==> config.mk <==
export PLATFORM = sky130hd
export DESIGN_NAME = fcou_sqdiv
export DESIGN_NICKNAME = d
export VERILOG_FILES = /design/src/hw/rtl/fcou_pkg.sv /design/src/hw/rtl/fcou_sqdiv.sv
export SDC_FILE = /design/constraint.sdc
export NUM_CORES = 1
export LEC_CHECK = 0
export BUFFER_PORTS_ARGS = -buffer_cell sky130_fd_sc_hd__buf_2
export CAP_MARGIN = 0
export CORE_MARGIN = 5
export CORE_UTILIZATION = 52
export DETAILED_ROUTE_END_ITERATION = 7
export PLACE_DENSITY = 0.76
export SLEW_MARGIN = 20
export SYNTH_ARGS = -nofsm -noshare
export SYNTH_HDL_FRONTEND = slang
export SYNTH_SLANG_ARGS = --single-unit
==> constraint.sdc <==
create_clock -name i_clk -period 9.1 [get_ports i_clk]
set_input_delay 1.82 -clock i_clk [delete_from_list [all_inputs] [get_ports i_clk]]
set_output_delay 1.82 -clock i_clk [all_outputs]
set_load 0.03 [all_outputs]
==> src/hw/rtl/fcou_pkg.sv <==
// ----------------------------------------------------------------------------
// fcou_pkg
// Shared types, constants and tables of the fly camera orientation update.
// ----------------------------------------------------------------------------
package fcou_pkg;

    localparam int CORDIC_STEPS_DEF = 16;

    localparam int ONE_Q14   = 16384;
    localparam int ONE_Q30   = 1073741824;
    localparam int YAW_SPAN  = 46080;
    localparam int YAW_HALF  = 23040;
    localparam int YAW_BIAS  = YAW_SPAN * 128;
    localparam int PITCH_LIM = 11392;
    localparam int ZOOM_MIN  = 128;
    localparam int ZOOM_MAX  = 5760;
    localparam int ANG_90    = 11520;
    localparam int YAW_RST   = -11520;
    localparam int CORDIC_K  = 652032874;
    localparam int SPEED_RST = 640;
    localparam int SENS_RST  = 410;

    localparam int SD_ITERS = 32;
    localparam int SD_CW    = $clog2(SD_ITERS);

    localparam logic [2:0] CFG_START_X     = 3'd0;
    localparam logic [2:0] CFG_START_Y     = 3'd1;
    localparam logic [2:0] CFG_START_Z     = 3'd2;
    localparam logic [2:0] CFG_START_YAW   = 3'd3;
    localparam logic [2:0] CFG_START_PITCH = 3'd4;
    localparam logic [2:0] CFG_MOVE_SPEED  = 3'd5;
    localparam logic [2:0] CFG_TURN_SENS   = 3'd6;

    localparam logic [1:0] ACT_MOVE    = 2'd0;
    localparam logic [1:0] ACT_TURN    = 2'd1;
    localparam logic [1:0] ACT_ZOOM    = 2'd2;
    localparam logic [1:0] ACT_RESTART = 2'd3;

    localparam logic [2:0] DIR_FWD   = 3'd0;
    localparam logic [2:0] DIR_BACK  = 3'd1;
    localparam logic [2:0] DIR_LEFT  = 3'd2;
    localparam logic [2:0] DIR_RIGHT = 3'd3;
    localparam logic [2:0] DIR_UP    = 3'd4;
    localparam logic [2:0] DIR_DOWN  = 3'd5;

    localparam logic [2:0] GRP_POS   = 3'd0;
    localparam logic [2:0] GRP_FRONT = 3'd1;
    localparam logic [2:0] GRP_RIGHT = 3'd2;
    localparam logic [2:0] GRP_UP    = 3'd3;
    localparam logic [2:0] GRP_ANG   = 3'd4;

    localparam logic [1:0] NSEL_FRONT = 2'd0;
    localparam logic [1:0] NSEL_RIGHT = 2'd1;
    localparam logic [1:0] NSEL_UP    = 2'd2;

    typedef enum logic [4:0] {
        S_IDLE, S_DISP, S_OFS, S_MOVE, S_TX, S_TY, S_WRAP, S_CR_INIT, S_CR_STEP,
        S_F0, S_F1, S_F2, S_N_SQ, S_SQ_GO, S_SQ_WAIT, S_DIV_GO, S_DIV_WAIT,
        S_N_DONE, S_U0, S_U1, S_U2, S_U3, S_EMIT
    } t_state;

    typedef enum logic {
        SD_SQRT,
        SD_DIV
    } t_sd_mode;

    typedef struct packed {
        logic     start;
        t_sd_mode mode;
    } t_sd_ctrl;

    function automatic logic signed [31:0] atan_q22(input logic [4:0] idx);
        logic signed [31:0] v;
        case (idx)
            5'd0:    v = 32'sd188743680;
            5'd1:    v = 32'sd111421900;
            5'd2:    v = 32'sd58872272;
            5'd3:    v = 32'sd29884485;
            5'd4:    v = 32'sd15000234;
            5'd5:    v = 32'sd7507429;
            5'd6:    v = 32'sd3754631;
            5'd7:    v = 32'sd1877430;
            5'd8:    v = 32'sd938729;
            5'd9:    v = 32'sd469366;
            5'd10:   v = 32'sd234683;
            5'd11:   v = 32'sd117342;
            5'd12:   v = 32'sd58671;
            5'd13:   v = 32'sd29335;
            5'd14:   v = 32'sd14668;
            5'd15:   v = 32'sd7334;
            5'd16:   v = 32'sd3667;
            5'd17:   v = 32'sd1833;
            5'd18:   v = 32'sd917;
            5'd19:   v = 32'sd458;
            5'd20:   v = 32'sd229;
            5'd21:   v = 32'sd115;
            5'd22:   v = 32'sd57;
            5'd23:   v = 32'sd29;
            default: v = 32'sd0;
        endcase
        return v;
    endfunction

    function automatic logic signed [15:0] to_q14(input logic signed [31:0] v);
        logic signed [32:0] t;
        logic signed [16:0] s;
        logic signed [15:0] r;
        t = {v[31], v} + 33'sd32768;
        s = t[32:16];
        if (s > 17'sd32767) begin
            r = 16'sh7fff;
        end else if (s < -17'sd32768) begin
            r = 16'sh8000;
        end else begin
            r = s[15:0];
        end
        return r;
    endfunction

endpackage

==> src/hw/rtl/fcou_sqdiv.sv <==
// ----------------------------------------------------------------------------
// fcou_sqdiv
// Iterative square root and unsigned divide, one result bit per cycle.
// ----------------------------------------------------------------------------
module fcou_sqdiv import fcou_pkg::*; (
    input  logic        i_clk,
    input  logic        i_rst_n,
    input  t_sd_ctrl    i_ctrl,
    input  logic [63:0] i_opa,
    input  logic [31:0] i_opb,
    output logic        o_done,
    output logic [31:0] o_res
);

    logic             r_busy;
    logic             r_done;
    t_sd_mode         r_mode;
    logic [SD_CW-1:0] r_cnt;
    logic [63:0]      r_n;
    logic [63:0]      r_r;
    logic [63:0]      r_b;
    logic [31:0]      r_rem;
    logic [31:0]      r_dvd;
    logic [31:0]      r_q;
    logic [31:0]      r_d;

    logic [63:0] sq_t;
    logic        sq_ge;
    logic [32:0] dv_t;
    logic        dv_ge;
    logic [32:0] dv_s;

    assign sq_t  = r_r + r_b;
    assign sq_ge = r_n >= sq_t;
    assign dv_t  = {r_rem, r_dvd[31]};
    assign dv_ge = dv_t >= {1'b0, r_d};
    assign dv_s  = dv_t - {1'b0, r_d};

    always_ff @(posedge i_clk) begin
        if (!i_rst_n) begin
            r_busy <= 1'b0;
            r_done <= 1'b0;
        end else begin
            r_done <= 1'b0;
            if (i_ctrl.start) begin
                r_busy <= 1'b1;
                r_cnt  <= '0;
                r_mode <= i_ctrl.mode;
                r_n    <= i_opa;
                r_r    <= '0;
                r_b    <= 64'd1 << 62;
                r_rem  <= i_opa[63:32];
                r_dvd  <= i_opa[31:0];
                r_q    <= '0;
                r_d    <= i_opb;
            end else if (r_busy) begin
                if (sq_ge) begin
                    r_n <= r_n - sq_t;
                    r_r <= (r_r >> 1) + r_b;
                end else begin
                    r_r <= r_r >> 1;
                end
                r_b   <= r_b >> 2;
                r_rem <= dv_ge ? dv_s[31:0] : dv_t[31:0];
                r_dvd <= {r_dvd[30:0], 1'b0};
                r_q   <= {r_q[30:0], dv_ge};
                r_cnt <= r_cnt + 1'b1;
                if (r_cnt == SD_CW'(SD_ITERS - 1)) begin
                    r_busy <= 1'b0;
                    r_done <= 1'b1;
                end
            end
        end
    end

    assign o_done = r_done;
    assign o_res  = (r_mode == SD_SQRT) ? r_r[31:0] : r_q;

endmodule

After elaboration in Yosys (flattened, before gate mapping) --
Index checks and enable logic that the tools add are counted.
Word-level totals: output and inout port bits 33, bits in registers 296, input bits 100, logic and storage cells 45
Cells by class: $add $sub $neg 5, reduce and logical (&&, ||, !) cells 6, magnitude comparators 2, eq/ne operators 1, multiplexer cells 18, bitwise logic cells 2
Operators by type and width (count):
- two-way mux 64 bit | 5
- two-way mux 32 bit | 7
- adder 63 x 63 -> 64 bit | 1
- adder 64 x 63 -> 64 bit | 1
- >= comparator 64 bit | 1
- subtractor 64 bit | 1
- two-way mux 63 bit | 1
- >= comparator 33 x 32 -> 1 bit | 1
- subtractor 32 bit | 1
- adder 5 x 1 -> 5 bit, second input constant | 1
- equality test 5 bit, second input constant | 1
- two-way mux 5 bit | 1
- two-way mux 1 bit | 4
- AND reduction 2 bit | 2
- nonzero test 2 bit | 2
- AND reduction 3 bit | 1
- OR reduction 3 bit | 1
- inverter 1 bit | 2

Logic depth before layout (Yosys ltp) --
word-level depth 5, depth in mapped cells 23, depth with buffers taken out 21

Least setup slack after synthesis --
No wires, ideal clock.
path kind flip-flop to flip-flop, start point register r_r[28], end point register r_n[0] (enable), path buffers 2, arrival 7.529 ns, data required time 8.593 ns, cell stages (with the launch flop) 21, clock period less this slack 8.036 ns, path slack 1.064 ns, library setup time 0.507 ns, cell sequence edfxtp_1 -> ha_1 -> a31o_2 -> and2_1 -> nand2b_1 -> a31o_2 -> a41o_1 -> a31oi_1 -> o21ai_0 -> or2_2 -> ha_1 -> nand2_1 -> nor3_2 -> nand3_1 -> nor3_1 -> and4_1 -> a211oi_4 -> a21o_4 -> buf_6 -> buf_6 -> a21oi_1
Between the ends: cells in the longest elaborated chain, start to end 4
Ends and longest elaborated chain:
- start: declaration | line fcou_sqdiv.sv:20 | logic [63:0] r_r;
- start signal: assignment | line fcou_sqdiv.sv:59 | r_r <= (r_r >> 1) + r_b;
- start signal: assignment | line fcou_sqdiv.sv:61 | r_r <= r_r >> 1;
- adder 64 x 63 -> 64 bit | line fcou_sqdiv.sv:33 | assign sq_t = r_r + r_b;
- >= comparator 64 bit | line fcou_sqdiv.sv:34 | assign sq_ge = r_n >= sq_t;
- nonzero test 2 bit (no source line)
- AND reduction 3 bit (no source line)
- end signal: assignment | line fcou_sqdiv.sv:49 | r_n <= i_opa;
- end signal: assignment | line fcou_sqdiv.sv:58 | r_n <= r_n - sq_t;
- end: declaration | line fcou_sqdiv.sv:19 | logic [63:0] r_n;
Every way passes these cells. A chain may end at the register's enable or synchronous reset.

Worst setup path after layout --
start point register r_r[16], end point register r_n[24] (enable)
Same word-level chain as after synthesis.

==> impl_results.md <==
- Status: completed
- Final number of hold-violating endpoints: 0
- Type of the worst setup path: register to register
- Sum of overflow across all layers after global routing: 0
- Worst setup path endpoint: r_n[24]
- Total clock sinks: 296
- Largest family of logic cells by synthesized area: compound AO/OA/AOI/OAI gates
- Global placer's final weighted congestion: 0.947
- Tcrit/Tclk final: 78.7%
- Crit path required time: 9.27 ns
- Count of unresolved DRC violations after routing: 0
- Async set-reset flop share out of synthesis: 0%
- XOR/XNOR Fraction of Synth Area: 6.56%
- Total half-perimeter wirelength after legalization and detailed placement: 48200 um
- Setup repair after global routing missed its margin: no
- Worst-case register-to-register setup slack: 1.93 ns
- Most frequent cell after synthesis: sky130_fd_sc_hd__edfxtp_1
- Total number of nets in the final design: 2824
- Largest cells by area after synthesis: sky130_fd_sc_hd__edfxtp_1 (38%), sky130_fd_sc_hd__ha_1 (8.9%), sky130_fd_sc_hd__o21ai_0 (4.8%)
- Core area: 43900 um^2
- Endpoint type of the worst setup path: register
- Number of rows created at floorplan: 77
- Vertical die dimension: 220 um
- Total via count in the routed design: 19800
- R2R depth: 19
- Post-synthesis cell type count: 87
- Total routed wirelength: 64500 um
- Area enclosed by the die boundary: 48500 um^2
- Global-route usage over all layers: 26.0%
- Count of maximum capacitance violations: 0
- Largest net degree at the start of global routing: 171
- Type of the most critical hold path: register to register
- Setup tns final: 0 ns
- Antenna Nets Post-Route: 0
- Layout cells sized above 1: 10.9%
- Worst VDD drop: 0.177 mV
- CP Max Fanout: 53
- Number of global-route vias before repair: 18900
- Sequential element share of the synthesized area: 38.6%
- Setup crit start kind: register
- Post-synth top area share: 38.4%
- H-Tree Depth: 2
- Final worst path period need: 7.17 ns
- CTS tree: done
- Most area-hungry cell type in the Yosys netlist: sky130_fd_sc_hd__edfxtp_1
- Most used standard cells in the synthesized netlist: sky130_fd_sc_hd__edfxtp_1 (294), sky130_fd_sc_hd__nand2_1 (225), sky130_fd_sc_hd__o21ai_0 (220)
- Wire per inst: 20.3 um
- Antenna Diode Count: 0
- Area of the mapped netlist: 23000 um^2
- Initial Utilization: 52.3%
- Area growth from synthesis to layout: 10.0%
- Post-Syn Instances: 2485
- Number of synthesis warnings: 0
- Final worst clock skew: 0.0293 ns
- Initial antenna violation count: 1
- Via density: 6.22
- Clock Pin Slew Worst Setup and Hold Paths: 0.06 ns
- Final count of pins violating max slew: 0
- Deepest clock path buffer count: 3
- Area fraction in and, or, nand and nor cells after synthesis: 16.7%
- Insertion delay of the later-clocked pin in the worst-skew pair: 0.56 ns
- Final cell utilization of the core: 57.5%
- Quantity of I/O buffers inserted on ports: 132
- Number of clock buffers inserted by TritonCTS: 37
- Post CTS Setup Buffer Count: 0
- Post-synthesis net count: 2751
- Worst endpoint data arrival time: 7.34 ns
- Worst reg2reg startpoint: r_r[16]
- Start point of the critical path: r_r[16]
- Terminus of the critical flop-to-flop path: r_n[24]
- Mux cell area share after synthesis: 2.81%
- Leakage: 9.84 nW
- Worst rel slew slack: 26.3%
- Hold buffers post-CTS: 0
- Cell area power density: 219 nW/um^2
- Wire length of the first global-routing pass: 101000 um
- Final Setup Violations: 0
- Pin slew with the least headroom to its limit: 1.11 ns
- Register bit total from synthesis: 296
- Die extent in x: 220 um
- I/O pin count: 133
- Synthesized area per cell: 9.24 um^2
- Highest achievable clock rate: 140 MHz
- Share of the synthesized area in compound gates (AO/OA/AOI/OAI): 22.4%
- Number of synthesized flops with an enable pin: 294
- Iter 0 DRT Violations: 2000
- Post-Synth Adder-Cell Area: 9.11%
- Most common flop cell mapped by yosys: sky130_fd_sc_hd__edfxtp_1
- Number of search-and-repair iterations in the first detailed-routing pass: 6
- Post-layout total power: 0.00553 W
- Post-cts resize count: 0
- Clock root buffer: sky130_fd_sc_hd__clkbuf_16
-- final cells by class --
type,count,area [um^2]
fillers,3946,18700
multi-input cells,1976,13300
flip-flops and latches,296,8870
clock buffers,45,986
repair buffers,143,764
well taps,592,741
inverters,104,398
clock inverters,21,255
-- per-layer routing --
| metal | GRT usage (%) | part of all wire, % | up-vias |
|---|---|---|---|
| li1 | - | - | 9485 |
| met1 | 38.9 | 47 | 9364 |
| met2 | 39.0 | 43 | 789 |
| met3 | 3.89 | 7.3 | 125 |
| met4 | 8.18 | 2.9 | 2 |
| met5 | 0 | 0.011 | - |
-- worst min path at each step --
stage / from / end / slack, ns / cells after the start
after floorplan: r_busy / o_done / 0.49 / 1
after global placement: r_q[5] / r_q[6] / 0.53 / 1
after detailed placement: r_q[3] / r_q[4] / 0.55 / 1
after CTS: r_q[3] / r_q[4] / 0.56 / 1
after global routing: r_q[5] / r_q[6] / 0.59 / 1
final: r_q[5] / r_q[6] / 0.56 / 1
-- state kept, by name, indices dropped and copies added (netlist names) --
register	count
r_d	32
r_q	32
r_dvd	32
r_busy	1
r_b	32
r_rem	32
r_mode	1
r_n	64
r_r	64
r_cnt	5
o_done	1
-- cell usage in the layout (no fill, tap or decap), types with 9 or more instances in the layout --
master	synthesis	routed
sky130_fd_sc_hd__a211oi_1	46	46
sky130_fd_sc_hd__a21boi_0	11	11
sky130_fd_sc_hd__a21o_1	76	76
sky130_fd_sc_hd__a21oi_1	202	201
sky130_fd_sc_hd__a31o_2	12	12
sky130_fd_sc_hd__a31oi_1	69	69
sky130_fd_sc_hd__and2_1	22	22
sky130_fd_sc_hd__and3_1	26	26
sky130_fd_sc_hd__and4_1	10	10
sky130_fd_sc_hd__buf_2	22	131
sky130_fd_sc_hd__buf_4	5	10
sky130_fd_sc_hd__clkbuf_16	0	37
sky130_fd_sc_hd__edfxtp_1	294	294
sky130_fd_sc_hd__ha_1	164	164
sky130_fd_sc_hd__inv_1	104	102
sky130_fd_sc_hd__mux2_2	33	33
sky130_fd_sc_hd__mux2i_1	25	25
sky130_fd_sc_hd__nand2_1	225	225
sky130_fd_sc_hd__nand2b_1	20	20
sky130_fd_sc_hd__nand3_1	47	47
sky130_fd_sc_hd__nand4_1	53	53
sky130_fd_sc_hd__nor2_1	158	158
sky130_fd_sc_hd__nor2b_1	92	92
sky130_fd_sc_hd__nor3_1	29	29
sky130_fd_sc_hd__nor4_1	10	10
sky130_fd_sc_hd__o211ai_1	13	13
sky130_fd_sc_hd__o21a_1	20	20
sky130_fd_sc_hd__o21ai_0	220	220
sky130_fd_sc_hd__o21bai_1	31	31
sky130_fd_sc_hd__o31a_1	9	9
sky130_fd_sc_hd__o31ai_1	18	18
sky130_fd_sc_hd__or2_2	13	13
sky130_fd_sc_hd__or3_1	28	28
sky130_fd_sc_hd__xnor2_1	81	81
sky130_fd_sc_hd__xor2_1	91	91
-- kinds of logic after synthesis --
group | count (synthesis)
simple gates | 765
buf+inv | 213
compound gates | 813
flops | 296
mux | 60
xor+xnor | 172
fa+ha+maj | 166
-- stage by stage --
stage	std cells	setup slack [ns]	hold slack (ns)	instance area, um^2
floorplan	2485	1.06	0.490	23000
global placement	3111	2.19	0.535	24000
detailed placement	3111	2.04	0.551	24000
CTS	3177	1.97	0.562	25300
global route	3177	1.50	0.587	25300
finish	3177	1.93	0.563	25300
-- power by group --
| part | leakage [nW] | internal (W) | switching [W] |
|---|---|---|---|
| sequential | 2.84 | 0.00170 | 0.000120 |
| clock | 0.614 | 0.000917 | 0.000605 |
| combinational | 6.39 | 0.000814 | 0.00137 |
-- worst max-delay path, cell delays in order, from the launching register on --
cell	delay [ns]
sky130_fd_sc_hd__edfxtp_1	0.51
sky130_fd_sc_hd__ha_1	0.44
sky130_fd_sc_hd__nand4_1	0.20
sky130_fd_sc_hd__nor4_1	0.28
sky130_fd_sc_hd__a32oi_1	0.18
sky130_fd_sc_hd__a21boi_0	0.43
sky130_fd_sc_hd__nor2_1	0.20
sky130_fd_sc_hd__o21bai_1	0.25
sky130_fd_sc_hd__a21boi_0	0.17
sky130_fd_sc_hd__o21ai_0	0.24
sky130_fd_sc_hd__xnor2_1	0.15
sky130_fd_sc_hd__ha_1	0.41
sky130_fd_sc_hd__nand2_1	0.18
sky130_fd_sc_hd__nor3_2	0.22
sky130_fd_sc_hd__nand3_1	0.12
sky130_fd_sc_hd__nor3_1	0.41
sky130_fd_sc_hd__nand2_1	0.38
sky130_fd_sc_hd__a21o_4	0.51
sky130_fd_sc_hd__a21oi_4	0.86
sky130_fd_sc_hd__buf_4	0.57
(Power assumes the default switching activity.)
